[config.mk]
export PLATFORM = sky130hd
export DESIGN_NAME = eafp_front
export DESIGN_NICKNAME = d
export VERILOG_FILES = /design/src/design/echo_accumulate_filter_peak_assert.svh /design/src/design/eafp_pkg.sv /design/src/design/eafp_front.sv
export SDC_FILE = /design/constraint.sdc
export NUM_CORES = 1
export LEC_CHECK = 0
export ABC_AREA = 1
export BUFFER_PORTS_ARGS = -buffer_cell sky130_fd_sc_hd__clkbuf_2
export CAP_MARGIN = 25
export CORE_ASPECT_RATIO = 0.7
export CORE_MARGIN = 1.5
export CORE_UTILIZATION = 51
export CTS_BUF_LIST = sky130_fd_sc_hd__clkbuf_8 sky130_fd_sc_hd__clkbuf_16
export CTS_CLUSTER_SIZE = 30
export DETAILED_ROUTE_END_ITERATION = 16
export PLACE_DENSITY = 0.82
export SYNTH_ARGS = -nofsm -noshare
export SYNTH_HDL_FRONTEND = slang
export SYNTH_SLANG_ARGS = --single-unit
[constraint.sdc]
create_clock -name clk -period 1.83 [get_ports clk]
set_input_delay 0.2745 -clock clk [delete_from_list [all_inputs] [get_ports clk]]
set_output_delay 0.2745 -clock clk [all_outputs]
set_load 0.005 [all_outputs]
[src/design/echo_accumulate_filter_peak_assert.svh]
// assertion macros for the echo block
`ifndef ECHO_ACCUMULATE_FILTER_PEAK_ASSERT_SVH
`define ECHO_ACCUMULATE_FILTER_PEAK_ASSERT_SVH
`define EAFP_ASSERT_IMPL(lbl, cond, conc) \
  lbl: assert property (@(posedge clk) disable iff (rst) (cond) |-> (conc)) \
    else $error("assertion failed");
`define EAFP_ASSERT_NEXT(lbl, cond, conc) \
  lbl: assert property (@(posedge clk) disable iff (rst) (cond) |=> (conc)) \
    else $error("assertion failed");
`endif

[src/design/eafp_pkg.sv]
package eafp_pkg;
  localparam int MAX_SAMPLES_DEF = 8192;
  localparam int ACC_WIDTH_DEF = 24;
  localparam int TAP_COUNT = 30;
  localparam int COEF_W = 13;
  localparam int QUEUE_DEPTH = 4;

  typedef enum logic [1:0] {
    KIND_CLEAR = 2'd0,
    KIND_PULSE = 2'd1,
    KIND_ADD = 2'd2,
    KIND_PROC = 2'd3
  } kind_t;

  typedef enum logic [1:0] {
    REG_ACTIVE = 2'd0,
    REG_SEARCH = 2'd1
  } reg_idx_t;

  typedef struct packed {
    kind_t kind;
    logic [15:0] sample;
  } cmd_t;

  typedef enum logic [3:0] {
    ST_IDLE, ST_CLEAR, ST_ADD_RD, ST_ADD_WAIT, ST_ADD_WR,
    ST_SUM_RD, ST_SUM, ST_DIV, ST_FIR_RD, ST_FIR_WAIT, ST_FIR_LOAD,
    ST_MAC, ST_MAC_END, ST_OUT
  } state_t;

  function automatic logic [COEF_W-1:0] tap_coef(input logic [4:0] j);
    logic [COEF_W-1:0] c;
    case (j)
      5'd0, 5'd29: c = 13'd292;
      5'd1, 5'd28: c = 13'd339;
      5'd2, 5'd27: c = 13'd466;
      5'd3, 5'd26: c = 13'd674;
      5'd4, 5'd25: c = 13'd954;
      5'd5, 5'd24: c = 13'd1297;
      5'd6, 5'd23: c = 13'd1689;
      5'd7, 5'd22: c = 13'd2111;
      5'd8, 5'd21: c = 13'd2544;
      5'd9, 5'd20: c = 13'd2966;
      5'd10, 5'd19: c = 13'd3357;
      5'd11, 5'd18: c = 13'd3697;
      5'd12, 5'd17: c = 13'd3969;
      5'd13, 5'd16: c = 13'd4158;
      5'd14, 5'd15: c = 13'd4255;
      default: c = '0;
    endcase
    return c;
  endfunction
endpackage

[src/design/eafp_front.sv]
module eafp_front (
  input  logic clk,
  input  logic rst,
  input  logic s_tvalid,
  output logic s_tready,
  input  eafp_pkg::cmd_t s_cmd,
  output logic q_valid,
  input  logic q_ready,
  output eafp_pkg::cmd_t q_cmd
);
  import eafp_pkg::*;
  localparam int AW = $clog2(QUEUE_DEPTH);
  cmd_t mem [QUEUE_DEPTH];
  logic [AW-1:0] wp, rp;
  logic [AW:0] cnt;
  logic push, pop;

  assign s_tready = (cnt != (AW+1)'(QUEUE_DEPTH));
  assign push = s_tvalid && s_tready;
  assign q_valid = (cnt != '0);
  assign pop = q_valid && q_ready;
  assign q_cmd = mem[rp];

  always_ff @(posedge clk) begin
    if (push) mem[wp] <= s_cmd;
    if (rst) begin
      wp <= '0;
      rp <= '0;
      cnt <= '0;
    end else begin
      if (push) wp <= wp + 1'b1;
      if (pop) rp <= rp + 1'b1;
      cnt <= cnt + (AW+1)'(push) - (AW+1)'(pop);
    end
  end
endmodule

==> reports/qor.csv <==
stage,metric,value,unit
placed_design,dp_hpwl,3570,um
final_layout,layout-drive-gt1-share,0.2947,
routing,drtIter0Drc,122,
timing,slew_headroom,0.8439,
clocking,path_clk_slew,0.07,ns
clocking,clock_path_buffers,2,
final_layout,fillerInstances,446,
global_routing,grt_max_degree,38,
timing,drv_slew,0,
timing,layout_setup_ws,0.06053,ns
synthesis,yosysSeqAreaShare,0.7327,
timing,hold_violations,0,
pwr,p_leak,1.418,nW
synthesis,syn_inst,239,
pwr,report.power.total,4.942,mW
timing,fin_crit,1.769,ns
routing,drc_errors,0,
global_routing,grt_pass1_vias,1845,
routing,routed_wl,5669,um
global_routing,grt_antenna_before_repair,0,
critical_path,crit_fanout,3,
min_path,hold_depth,2,
critical_path,end_kind,register,
global_routing,grt_first_pass_wirelength,8894,um
synthesis,synth_xor_area_frac,0,
routing,viasPerCell,5.247,
clocking,cts_max_level,3,
routing,wl_per_cell,15.04,um
clocking,cts.sinks,81,
floorplan,row_count,23,
global_routing,overflow,0,
min_path,min_to,cnt[1]$_SDFF_PP0_,
floorplan,die_y,69.24,um
pwr,p_per_area,1313,nW/um2
final_layout,area_delta_synth_final,17.73,%
synthesis,yosysTopAreaCell,edfxtp_1,
floorplan,die_w,97.63,um
synthesis,synth_area_leaders,"edfxtp_1 68%, dfxtp_1 5.6%, nor2_1 5.6%",
synthesis,yosysTopAreaCellShare,0.6763,
job,max_cap_violations,0,
synthesis,yosys.cell_types.count,19,
synthesis,ys_seq_elements,81,
global_routing,grt_use_total,0.1781,
synthesis,synthesis.nets,268,
min_path,hold_class,in2reg,
synthesis,ys_warn_count,0,
clocking,cts_buffers,9,
final_layout,fin_nets,326,
routing,num_vias,1978,
floorplan,dieArea,6760,um2
final_layout,postLayoutCoreUtil,0.6411,
clocking,root_buffer,clkbuf_8,
critical_path,rr_worst_depth,8,
timing,worst_pin_slew,0.2342,ns
placed_design,pre_cts_ws,-0.04571,ns
timing,min_period_over_period,0.9669,
run_status,status,finished clean,
critical_path,required,2.08,ns
floorplan,core_area,5871,um2
critical_path,worstSetupPathType,reg2reg,
placed_design,place.gp.congestion,0.8271,
critical_path,cp.arrival,2.02,ns
synthesis,synth_area,3197,um2
final_layout,insertedDiodeCount,0,
routing,dr.pass1.iters,4,
clocking,cts_tree,built,
placed_design,port_buffers,41,
critical_path,reg2reg_from,cnt[2]$_SDFF_PP0_,
synthesis,muxShareOfSynthArea,0,
timing,report.final.setup_viol,0,
synthesis,synth_top_family_by_area,compound AO/OA/AOI/OAI gates,
min_path,worstHoldStart,rst,
pwr,peakVddDrop,891.0,uV
critical_path,reg2reg_to,cnt[1]$_SDFF_PP0_,
timing,clock_skew,0.008098,ns
timing,whs,0.1033,ns
clocking,cts_hold_buf,0,
timing,max_freq,565.1,MHz
synthesis,synthAdderAreaFrac,0.02975,
synthesis,synth_compound_area_frac,0.1041,
critical_path,cp-start-kind,register,
routing,antenna_left,0,
critical_path,r2r_slack,0.06,ns
synthesis,avgSynthCellArea,13.38,um2
floorplan,io_pins,42,
clocking,insertion_delay,0.35,ns
floorplan,start_util,0.5445,
synthesis,yosys.area_share.simple,0.08023,
report_power, final:
| part | switching (mW) | internal (mW) |
|---|---|---|
| combinational | 0.805 | 0.564 |
| sequential | 0.0980 | 2.27 |
| clock | 0.591 | 0.615 |
| total | 1.49 | 3.45 |
synth_stat cells:
cell type,instances
edfxtp_1,72
nor2_1,48
o21ai_0,22
o22ai_1,18
o21ai_1,15
inv_1,14
nand2_1,10
dfxtp_1,9
buf_6,7
ha_1,6
a21oi_1,4
buf_4,3
nand3_1,3
a21boi_0,2
nand2_2,2
clkinv_2,1
fa_1,1
inv_8,1
nor2_4,1
repair_timing:
item | CTS | global route
setup endpoints to repair | 19 | 9
pin swaps | 0 | 3
gates resized for setup | 4 | 11
setup buffers | 0 | 3
per-layer routing:
layer,track usage,part of all wire
met1,0.2235,0.45
met2,0.2739,0.46
met3,0.08569,0.068
met4,0.05873,0.017
met5,0,0
registers in the layout, summed over array words and instances (netlist names), named ones only:
register  flops
rp            2
mem          72
wp            2
cnt           3
through the flow:
step	cells	setup TNS [ns]	instance area, um2
3_5_place_dp	358	-0.04571	3516
2_1_floorplan	239	0	3198
5_1_grt	377	-0.01662	3764
4_1_cts	374	0	3706
6_report	377	0	3764
3_3_place_gp	358	0	3516
critical path, stage by stage (launching register included):
cell and delay [ns]:
dfxtp_1 0.37, inv_1 0.10, a21boi_2 0.19, ha_4 0.22
inv_2 0.05, ha_2 0.15, inv_1 0.05, fa_2 0.52
nor2_1 0.04
area by class of cell:
class / count / area (um2) / share of cell area
Sequential cell: 81 / 2351 / 0.6247
Multi-Input combinational cell: 132 / 718.2 / 0.1908
Timing Repair Buffer: 57 / 337.8 / 0.08976
Clock buffer: 9 / 123.9 / 0.03291
Tap cell: 75 / 93.84 / 0.02493
Inverter: 16 / 77.57 / 0.02061
Clock inverter: 7 / 61.31 / 0.01629
cells in the final DEF (no fill, tap or decap), types with 2 or more instances in the layout:
| cell type | instances |
|---|---|
| clkbuf_8 | 9 |
| nand2_1 | 9 |
| nand3_1 | 3 |
| nor2_1 | 44 |
| dfxtp_1 | 6 |
| nor2_2 | 4 |
| edfxtp_1 | 72 |
| clkinv_1 | 2 |
| clkinv_4 | 2 |
| clkbuf_2 | 41 |
| dfxtp_4 | 2 |
| inv_1 | 13 |
| o22ai_1 | 18 |
| o21ai_0 | 21 |
| buf_4 | 15 |
| ha_1 | 4 |
| nand2_2 | 3 |
| clkinv_2 | 3 |
| o21ai_1 | 16 |
| a21oi_1 | 4 |
how the worst max path moves through the flow:
stage                            from                  end
global placement    cnt[2]$_SDFF_PP0_    cnt[2]$_SDFF_PP0_
global route        cnt[1]$_SDFF_PP0_    cnt[1]$_SDFF_PP0_
floorplan           cnt[1]$_SDFF_PP0_  mem[0][0]$_DFFE_PP_
finish              cnt[2]$_SDFF_PP0_    cnt[1]$_SDFF_PP0_
detailed placement  cnt[2]$_SDFF_PP0_    cnt[2]$_SDFF_PP0_
CTS                 cnt[1]$_SDFF_PP0_    cnt[2]$_SDFF_PP0_
logic make-up (layout without fill, tap and decap cells):
family,after synthesis,after routing
flops,81,81
simple gates,64,64
compound gates,61,61
buf+inv,26,89
fa+ha+maj,7,7
Note: power is estimated with default switching activity, not from simulation.
